==> src/gww_pkg.sv <==
// Shared types and constants for the greedy word wrap block.
// Used by the controller, the datapath and the top level; no dependencies.
package gww_pkg;

  localparam int CHAR_W    = 8;
  localparam int CFG_W     = 6;
  localparam int COL_W     = 6;
  localparam int SPACE_W   = 6;
  localparam int SUM_W     = 7;

  localparam logic [CHAR_W-1:0]  CH_SPACE      = 8'd32;
  localparam logic [CHAR_W-1:0]  CH_UNDERSCORE = 8'd95;
  localparam logic [CHAR_W-1:0]  CH_NEWLINE    = 8'd10;
  localparam logic [SPACE_W-1:0] SPACE_MAX     = 6'd63;
  localparam logic [CFG_W-1:0]   WIDTH_CAP     = 6'd32;
  localparam logic [CFG_W-1:0]   CFG_RESET     = 6'd32;

  typedef enum logic [1:0] {
    SEL_NEWLINE,
    SEL_UNDERSCORE,
    SEL_WORD
  } sel_t;

  typedef struct packed {
    logic take;
    logic plan;
    logic emit;
    sel_t sel;
    logic last;
    logic word_adv;
    logic gap_dec;
    logic clr_word;
  } cmd_t;

  typedef struct packed {
    logic needs_flush;
    logic len_zero;
    logic wrap;
    logic pend_zero;
    logic gap_one;
    logic word_last;
    logic kind_eol;
    logic out_free;
  } stat_t;

endpackage

==> src/greedy_word_wrap.sv <==
// Greedy word wrap top level: ties the controller to the datapath.
// Depends on gww_pkg, gww_ctrl and gww_dp.
// Word bytes and spaces that end no word are single transfers that give no result.
// A word-ending space or an end of line is taken, then planned, then its results are
// loaded into the output one by one (held while stalled); no input is taken meanwhile.
// Synchronous reset clears word length, pending spaces and column and sets the width to 32, not the buffer.
module greedy_word_wrap
  import gww_pkg::*;
#(
  parameter int WORD_MAX = 24
) (
  input  logic             clk,
  input  logic             rst,
  input  logic             cfg_wr_en,
  input  logic [CFG_W-1:0] cfg_wr_data,   // max_line_length
  input  logic             s_axis_tvalid,
  output logic             s_axis_tready,
  input  logic [7:0]       s_axis_tdata,  // [7:0] in_char
  input  logic [0:0]       s_axis_tuser,  // [0] end_of_line
  output logic             m_axis_tvalid,
  input  logic             m_axis_tready,
  output logic [7:0]       m_axis_tdata,  // [7:0] out_char
  output logic [0:0]       m_axis_tuser,  // [0] word_overflow
  output logic             m_axis_tlast
);

  cmd_t  cmd;
  stat_t stat;

  assign s_axis_tready = cmd.take;

  gww_ctrl u_ctrl (
    .clk           (clk),
    .rst           (rst),
    .s_axis_tvalid (s_axis_tvalid),
    .stat          (stat),
    .cmd           (cmd)
  );

  gww_dp #(
    .WORD_MAX (WORD_MAX)
  ) u_dp (
    .clk           (clk),
    .rst           (rst),
    .cfg_wr_en     (cfg_wr_en),
    .cfg_wr_data   (cfg_wr_data),
    .s_axis_tvalid (s_axis_tvalid),
    .s_axis_tdata  (s_axis_tdata),
    .s_axis_tuser  (s_axis_tuser),
    .m_axis_tvalid (m_axis_tvalid),
    .m_axis_tready (m_axis_tready),
    .m_axis_tdata  (m_axis_tdata),
    .m_axis_tuser  (m_axis_tuser),
    .m_axis_tlast  (m_axis_tlast),
    .cmd           (cmd),
    .stat          (stat)
  );

endmodule

==> src/gww_ctrl.sv <==
// Controller state machine of the greedy word wrap block.
// Depends on gww_pkg; drives the datapath through cmd_t and reads stat_t.
module gww_ctrl
  import gww_pkg::*;
(
  input  logic  clk,
  input  logic  rst,
  input  logic  s_axis_tvalid,
  input  stat_t stat,
  output cmd_t  cmd
);

  typedef enum logic [5:0] {
    ST_IDLE   = 6'b000001,
    ST_DECIDE = 6'b000010,
    ST_BREAK  = 6'b000100,
    ST_SPACES = 6'b001000,
    ST_WORD   = 6'b010000,
    ST_EOL    = 6'b100000
  } state_t;

  state_t state;
  state_t state_next;

  always_ff @(posedge clk) begin
    if (rst) begin
      state <= ST_IDLE;
    end else begin
      state <= state_next;
    end
  end

  always_comb begin
    cmd        = '0;
    cmd.sel    = SEL_NEWLINE;
    state_next = state;
    unique case (state)
      ST_IDLE: begin
        cmd.take = 1'b1;
        if (s_axis_tvalid && stat.needs_flush) begin
          state_next = ST_DECIDE;
        end
      end
      ST_DECIDE: begin
        cmd.plan = 1'b1;
        if (stat.len_zero) begin
          state_next = ST_EOL;
        end else if (stat.wrap) begin
          state_next = ST_BREAK;
        end else if (!stat.pend_zero) begin
          state_next = ST_SPACES;
        end else begin
          state_next = ST_WORD;
        end
      end
      ST_BREAK: begin
        if (stat.out_free) begin
          cmd.emit   = 1'b1;
          cmd.sel    = SEL_NEWLINE;
          state_next = ST_WORD;
        end
      end
      ST_SPACES: begin
        if (stat.out_free) begin
          cmd.emit    = 1'b1;
          cmd.sel     = SEL_UNDERSCORE;
          cmd.gap_dec = 1'b1;
          if (stat.gap_one) begin
            state_next = ST_WORD;
          end
        end
      end
      ST_WORD: begin
        if (stat.out_free) begin
          cmd.emit = 1'b1;
          cmd.sel  = SEL_WORD;
          if (stat.word_last) begin
            cmd.last     = !stat.kind_eol;
            cmd.clr_word = 1'b1;
            state_next   = stat.kind_eol ? ST_EOL : ST_IDLE;
          end else begin
            cmd.word_adv = 1'b1;
          end
        end
      end
      ST_EOL: begin
        if (stat.out_free) begin
          cmd.emit   = 1'b1;
          cmd.sel    = SEL_NEWLINE;
          cmd.last   = 1'b1;
          state_next = ST_IDLE;
        end
      end
      default: begin
        state_next = ST_IDLE;
      end
    endcase
  end

  assert property (@(posedge clk) disable iff (rst) cmd.emit |-> stat.out_free)
    else $error("Result loaded while the output register is still full.");

  assert property (@(posedge clk) disable iff (rst)
    (state == ST_WORD || state == ST_BREAK || state == ST_SPACES) |-> !stat.len_zero)
    else $error("Word emission running with an empty word buffer.");

  assert property (@(posedge clk) disable iff (rst)
    (state == ST_DECIDE) |=> !cmd.take)
    else $error("Input taken right after the planning cycle.");

endmodule

==> src/gww_dp.sv <==
// Datapath of the greedy word wrap block: word buffer, counters, width
// register and output register. Depends on gww_pkg; controlled by gww_ctrl.
module gww_dp
  import gww_pkg::*;
#(
  parameter int WORD_MAX = 24
) (
  input  logic              clk,
  input  logic              rst,
  input  logic              cfg_wr_en,
  input  logic [CFG_W-1:0]  cfg_wr_data,
  input  logic              s_axis_tvalid,
  input  logic [7:0]        s_axis_tdata,
  input  logic [0:0]        s_axis_tuser,
  output logic              m_axis_tvalid,
  input  logic              m_axis_tready,
  output logic [7:0]        m_axis_tdata,
  output logic [0:0]        m_axis_tuser,
  output logic              m_axis_tlast,
  input  cmd_t              cmd,
  output stat_t             stat
);

  localparam int LEN_W  = $clog2(WORD_MAX + 1);
  localparam int ADDR_W = (WORD_MAX > 1) ? $clog2(WORD_MAX) : 1;
  localparam logic [LEN_W-1:0] LEN_MAX = LEN_W'(WORD_MAX);

  logic [CHAR_W-1:0]  word_store [WORD_MAX];
  logic [CHAR_W-1:0]  rd_data;
  logic [ADDR_W-1:0]  rd_idx;
  logic [ADDR_W-1:0]  rd_idx_next;
  logic [LEN_W-1:0]   word_length;
  logic               word_dropped;
  logic [SPACE_W-1:0] pending_spaces;
  logic [SPACE_W-1:0] gap_cnt;
  logic [COL_W-1:0]   column;
  logic [CFG_W-1:0]   max_line_length;
  logic               kind_eol;
  logic               overflow;

  logic               acc;
  logic               in_eol;
  logic               in_space;
  logic [CFG_W-1:0]   width;
  logic [SUM_W-1:0]   sum;
  logic [CHAR_W-1:0]  emit_char;

  assign acc      = cmd.take && s_axis_tvalid;
  assign in_eol   = s_axis_tuser[0];
  assign in_space = (s_axis_tdata == CH_SPACE);
  assign width    = (max_line_length > WIDTH_CAP) ? WIDTH_CAP : max_line_length;
  assign sum      = SUM_W'(column) + SUM_W'(pending_spaces) + SUM_W'(word_length);

  assign stat.needs_flush = in_eol || (in_space && (word_length != '0));
  assign stat.len_zero    = (word_length == '0);
  assign stat.wrap        = (sum > SUM_W'(width));
  assign stat.pend_zero   = (pending_spaces == '0);
  assign stat.gap_one     = (gap_cnt == SPACE_W'(1));
  assign stat.word_last   = ((LEN_W'(rd_idx) + LEN_W'(1)) == word_length);
  assign stat.kind_eol    = kind_eol;
  assign stat.out_free    = !m_axis_tvalid || m_axis_tready;

  always_comb begin
    if (cmd.plan) begin
      rd_idx_next = '0;
    end else if (cmd.word_adv) begin
      rd_idx_next = rd_idx + ADDR_W'(1);
    end else begin
      rd_idx_next = rd_idx;
    end
  end

  always_comb begin
    case (cmd.sel)
      SEL_UNDERSCORE: emit_char = CH_UNDERSCORE;
      SEL_WORD:       emit_char = rd_data;
      default:        emit_char = CH_NEWLINE;
    endcase
  end

  always_ff @(posedge clk) begin
    if (acc && !in_eol && !in_space && (word_length < LEN_MAX)) begin
      word_store[word_length[ADDR_W-1:0]] <= s_axis_tdata;
    end
    rd_data <= word_store[rd_idx_next];
    rd_idx  <= rd_idx_next;
  end

  always_ff @(posedge clk) begin
    if (acc) begin
      kind_eol <= in_eol;
    end
    if (cmd.plan) begin
      overflow <= (word_length != '0) && word_dropped;
      gap_cnt  <= pending_spaces;
    end else if (cmd.gap_dec) begin
      gap_cnt <= gap_cnt - SPACE_W'(1);
    end
    if (cmd.emit) begin
      m_axis_tdata    <= emit_char;
      m_axis_tuser[0] <= overflow;
      m_axis_tlast    <= cmd.last;
    end
  end

  always_ff @(posedge clk) begin
    if (rst) begin
      word_length     <= '0;
      word_dropped    <= 1'b0;
      pending_spaces  <= '0;
      column          <= '0;
      max_line_length <= CFG_RESET;
      m_axis_tvalid   <= 1'b0;
    end else begin
      if (cfg_wr_en) begin
        max_line_length <= cfg_wr_data;
      end
      if (acc && !in_eol) begin
        if (in_space) begin
          if ((word_length == '0) && (pending_spaces != SPACE_MAX)) begin
            pending_spaces <= pending_spaces + SPACE_W'(1);
          end
        end else if (word_length < LEN_MAX) begin
          word_length <= word_length + LEN_W'(1);
        end else begin
          word_dropped <= 1'b1;
        end
      end
      if (cmd.plan) begin
        pending_spaces <= kind_eol ? '0 : SPACE_W'(1);
        if (kind_eol) begin
          column <= '0;
        end else if (stat.wrap) begin
          column <= COL_W'(word_length);
        end else begin
          column <= sum[COL_W-1:0];
        end
      end
      if (cmd.clr_word) begin
        word_length  <= '0;
        word_dropped <= 1'b0;
      end
      if (cmd.emit) begin
        m_axis_tvalid <= 1'b1;
      end else if (m_axis_tready) begin
        m_axis_tvalid <= 1'b0;
      end
    end
  end

  assert property (@(posedge clk) disable iff (rst) word_length <= LEN_MAX)
    else $error("Word length beyond the buffer depth.");

  assert property (@(posedge clk) disable iff (rst) column <= COL_W'(32))
    else $error("Column beyond the widest line.");

endmodule
==> config.mk <==
export PLATFORM = sky130hd
export DESIGN_NAME = greedy_word_wrap
export DESIGN_NICKNAME = d
export VERILOG_FILES = /design/src/gww_pkg.sv /design/src/greedy_word_wrap.sv /design/src/gww_ctrl.sv /design/src/gww_dp.sv
export SDC_FILE = /design/constraint.sdc
export NUM_CORES = 1
export LEC_CHECK = 0
export BUFFER_PORTS_ARGS = -buffer_cell sky130_fd_sc_hd__buf_4
export CORE_MARGIN = 4
export CORE_UTILIZATION = 40
export CTS_CLUSTER_DIAMETER = 100
export DETAILED_ROUTE_END_ITERATION = 6
export MAX_ROUTING_LAYER = met4
export PLACE_DENSITY = 0.6
export SLEW_MARGIN = 20
export SYNTH_ARGS = -nofsm -noshare
export SYNTH_HDL_FRONTEND = slang
export SYNTH_SLANG_ARGS = --single-unit
==> constraint.sdc <==
create_clock -name clk -period 11.4 [get_ports clk]
set_clock_uncertainty 0.2 [all_clocks]
set_input_delay 2.28 -clock clk [delete_from_list [all_inputs] [get_ports clk]]
set_output_delay 2.28 -clock clk [all_outputs]
set_load 0.005 [all_outputs]
==> results.ini, run 1 <==
[global_route]
grt_pass1_vias=6908
grt_antenna_before_repair=0
busiest_layer=met2
grt_usage_pct=17.7
grt_start_max_net_pins=59
met1_usage_pct=26.0
grt_remaining_overflow=0
grtUsageMet2_pct=26.5
grt_pass1_wl_mm=41.6
met3_usage_pct=2.98

[detailed_routing]
firstDrtPassIters=6
vias=7305
drt_iter0_markers=748
routedWlPerCell_um=20.6
ant_nets=0
drc=0
wirelength_mm=26.9
via_per_inst=5.58

[power_and_ir_drop]
total_power_w=0.00257
p_leak_nw=4.50
ir_drop_mv=0.108
power_density_nw_per_um2=203

[placement]
place_ws_ns=5.70
gp_congestion=0.835
io_buffer_count=31
hpwl_mm=17.6

[sta]
slew_headroom_pct=36.1
setup_slack_ns=6.21
hold_ws_ns=0.243
setup_viol_count_final=0
finalCriticalPeriod_ns=5.19
hold_viol=0
drv_slew=0
fin_crit_sh_pct=45.5
worst_pin_slew_ns=0.958
grt_setup_unrepaired=no
setup_tns_ns=0
fmax_ghz=0.193

[worst_setup_path]
path_max_fanout=32
worst_ep_required_time_ns=11.62
crit_arrival_ns=5.41
end_kind=flop
path_class=input pin to flop
critPathLaunchType=input pin

[clock_tree]
clockBufferDepth=3
clk_pin_slew_ns=0.06
ctsHtreeMaxLevel=1
worstSkewPairLatency_ns=0.55
cts-buffers-inserted=27
cts_resized=0
cts_root_buffer=clkbuf_16
clock-sinks=254
cts_tree=built
ctsHoldBuffers=0
cts_setup_buffers=0

[logic_synthesis]
yosys_warnings=0
seq_area_frac_synth_pct=63.4
ys.flop_type=edfxtp_1
synth.distinct_cells=76
avgSynthCellArea_sq_um=12.7
synth_fp_nets=938
synthCells=889
synthArstFlopShare_pct=0
synth_area_sq_um=11300
ys_ff_latch=254
synth_edf_count=210

[floorplanning]
num_rows=61
pin_count=32
core_area_sq_um=27900
dieArea_sq_um=31100
dieWidth_um=176
start_util_pct=40.7
die_h_um=176

[finish]
final_cell_mix=210 x edfxtp_1, 77 x nor2_1, 54 x nand2_1
area_growth_pct=12.0
final_nets=960
layout-drive-gt1-share_pct=9.55
n_antenna_cell=0
final_common_cell=edfxtp_1

[job]
max_cap_viol_count=0

[min_path]
hold_class=flop to flop

[status]
status=finished, final reports clean

[flip-flops by register name, summed over array words and instances (netlist names), 6 cells and up]
register	count
u_dp.m_axis_tdata	8
u_ctrl.state	6
u_dp.max_line_length	6
u_dp.rd_data	8
u_dp.gap_cnt	6
u_dp.column	6
u_dp.pending_spaces	6
u_dp.word_store	192
[through the flow]
| step | util (%) | instances | instance area (sq um) |
|---|---|---|---|
| floorplan | - | 889 | 11300 |
| global placement | 42.5 | 1260 | 11800 |
| detailed placement | 42.5 | 1260 | 11800 |
| CTS | 45.6 | 1310 | 12700 |
| global route | 45.6 | 1310 | 12700 |
| finish | 45.6 | 1310 | 12700 |
[worst paths after layout]
check	depth (start not counted)	endpoint	start	slack (ns)
hold / removal	0	u_dp.m_axis_tuser	u_dp.overflow	0.24
setup reg to reg	9	u_dp.rd_data[7]	u_dp.rd_idx[0]	7.06
setup / recovery	9	u_dp.rd_data[7]	m_axis_tready	6.21
hold reg to reg	0	u_dp.m_axis_tuser	u_dp.overflow	0.24
[area by class of cell]
cell class              instances  area, sq um
fillers                      2534        15200
flip-flops and latches        254         7190
multi-input cells             562         3800
clock buffers                  43          756
well taps                     378          473
repair buffers                 37          278
inverters                      29          109
clock inverters                 7         97.6
[worst max-delay path, cell delays in order]
cell	delay, ns
buf_4	0.08
nand2b_1	0.17
nand3_2	0.30
inv_1	0.40
a32o_2	0.79
nand2_2	0.49
nor2_1	0.52
a221o_1	0.26
o211ai_1	0.08
[metal layers]
layer	vias to the layer above	part of all wire [%]
met5	-	0
met4	0	1.2
met3	25	7.2
met2	251	45
met1	3583	47
li1	3446	-
[cells by family (layout without fill, tap and decap cells)]
| kind of cell | after synthesis | count (layout) | synth area share, % |
|---|---|---|---|
| AO/OA/AOI/OAI | 194 | 194 | 12.0 |
| XOR/XNOR | 22 | 22 | 1.83 |
| adder cells (fa/ha/maj) | 29 | 29 | 3.60 |
| buffers and inverters | 73 | 116 | 3.07 |
| flip-flops | 254 | 254 | 63.4 |
| multiplexers | 43 | 43 | 3.81 |
| AND/OR/NAND/NOR | 274 | 274 | 12.2 |
[report_power, final]
group          internal (W)  switching (W)
logic              0.000212       0.000406
registers           0.00105      0.0000490
clock network      0.000500       0.000350
total               0.00177       0.000805
[Yosys cell counts (all sizes together) (18+ instances only)]
cell type / count / share of area, %
edfxtp: 210 / 56
nor2: 78 / 2.6
nand2: 55 / 1.8
o21ai: 46 / 2.1
dfxtp: 44 / 7.8
mux2i: 42 / 3.7
nand3: 41 / 1.9
a21oi: 33 / 1.5
inv: 27 / 0.89
and3: 26 / 1.4
buf: 26 / 1.5
ha: 23 / 2.5
clkbuf: 18 / 0.61
(Power assumes the default switching activity.)
==> run 2: changes to the inputs <==
clock period = 5.37 ns   (was 11.4 ns; I/O delays follow)
==> results.ini, run 2 (same netlist as run 1, synthesis figures left out) <==
[status]
status=finished, final reports clean

[worst_setup_path]
path_max_fanout=32
cp_slowest_stage_delay_ns=0.80
r2r_slack_ns=0.92
crit_start=u_dp.rd_idx[0]
critPathLaunchType=flop
path_class=flop to flop
reg2reg_from=u_dp.rd_idx[0]
timing.rr.end=u_dp.rd_data[5]
endpoint=u_dp.rd_data[5]
slowest_stage=a32o_2
end_kind=flop
crit_arrival_ns=4.66
worst-path-buf-inv=0
critPathTopFamily=compound AO/OA/AOI/OAI gates
worst_ep_required_time_ns=5.58
path_depth=9
crit_chain=ha_1, xor2_1, o22a_1, o211ai_2, a32o_2, nand2_2, nor2_1, a221o_1, o211ai_1
reg2regPathDepth=9

[power_and_ir_drop]
power_density_nw_per_um2=434
ir_drop_mv=0.277
total_power_w=0.00554
pwr-share-clk_pct=33.7
pwr-share-comb_pct=24.0
p_switching_w=0.00175
switching_share_pct=31.6
p_int_w=0.00379
power_frac_seq_pct=42.3
p_leak_nw=4.55

[detailed_routing]
wirelength_mm=27.7
firstDrtPassIters=5
routedWlPerCell_um=21.1
drt_iter0_markers=535
ant_nets=0
via_per_inst=5.57
vias=7311
drc=0

[finish]
final_common_cell=edfxtp_1
n_antenna_cell=0
largest_register_ffs=192
area_growth_pct=12.6
final_nets=963
layout-drive-gt1-share_pct=10.8
final_cell_mix=210 x edfxtp_1, 77 x nor2_1, 54 x nand2_1
utilization_pct=45.8

[placement]
io_buffer_count=31
hpwl_mm=18.3
place_ws_ns=0.806
gp_congestion=0.824

[sta]
drv_slew=0
setup_slack_ns=0.922
worst_pin_slew_ns=1.06
setup_viol_count_final=0
hold_viol=0
slew_headroom_pct=29.3
setup_tns_ns=0
fin_crit_sh_pct=82.8
fmax_ghz=0.225
grt_setup_unrepaired=no
finalCriticalPeriod_ns=4.45

[floorplanning]
num_rows=61
dieArea_sq_um=31100
die_h_um=176
core_area_sq_um=27900
pin_count=32
dieWidth_um=176
start_util_pct=40.7

[min_path]
hold_class=flop to flop
min_from=u_dp.overflow

[clock_tree]
cts_resized=0
cts_root_buffer=clkbuf_16
clockBufferDepth=3
ctsHtreeMaxLevel=1
ctsHoldBuffers=0
clk_pin_slew_ns=0.06
cts_setup_buffers=0
worstSkewPairLatency_ns=0.55
cts_tree=built
cts-buffers-inserted=27
clock-sinks=254

[global_route]
grt_pass1_wl_mm=42.6
grt_antenna_before_repair=0
grt_usage_pct=18.2
grt_start_max_net_pins=57
grt_pass1_vias=7029
grt_remaining_overflow=0

[job]
max_cap_viol_count=0

==> run 2: worst min path at each step <==
| stage | endpoint | slack (ns) | cells past startpoint |
|---|---|---|---|
| after global placement | u_dp.m_axis_tuser | 0.21 | 0 |
| after floorplan | u_dp.m_axis_tuser | 0.20 | 0 |
| after CTS | u_dp.m_axis_tuser | 0.22 | 0 |
| after global routing | u_dp.m_axis_tuser | 0.23 | 0 |
| after detailed placement | u_dp.m_axis_tuser | 0.20 | 0 |
| final | u_dp.m_axis_tuser | 0.22 | 0 |
==> run 2: final cells by class <==
| type | count | area (sq um) |
|---|---|---|
| fill | 2505 | 15100 |
| sequential | 254 | 7190 |
| multi-input combinational | 562 | 3800 |
| clock buffer | 32 | 714 |
| tap | 378 | 473 |
| timing repair buffer | 40 | 300 |
| clock inverter | 18 | 181 |
| inverter | 29 | 109 |
==> run 2: routing by layer <==
metal | global-route usage (%) | wire (um) | vias to the layer above | share of wire (%)
met5 | - | 0 | - | 0
met4 | 3.38 | 401 | 0 | 1.4
met3 | 3.15 | 1840 | 29 | 6.6
met2 | 28.2 | 13000 | 220 | 47
met1 | 25.6 | 12500 | 3613 | 45
li1 | - | - | 3449 | -
==> run 2: power groups by stage <==
stage | clock network [W] | registers, W | logic [W]
6_report | 0.00187 | 0.00234 | 0.00133
3_5_place_dp | 0 | 0.00238 | 0.00132
3_3_place_gp | 0 | 0.00238 | 0.00131
5_1_grt | 0.00200 | 0.00235 | 0.00145
2_1_floorplan | 0 | 0.00233 | 0.000946
4_1_cts | 0.00190 | 0.00234 | 0.00133
==> run 2: stage by stage <==
stage               instances  hold WS [ns]  area [sq um]
floorplan                 889         0.200         11300
global placement         1263         0.206         11900
detailed placement       1263         0.205         11900
CTS                      1313         0.221         12800
global route             1313         0.225         12800
finish                   1313         0.218         12800
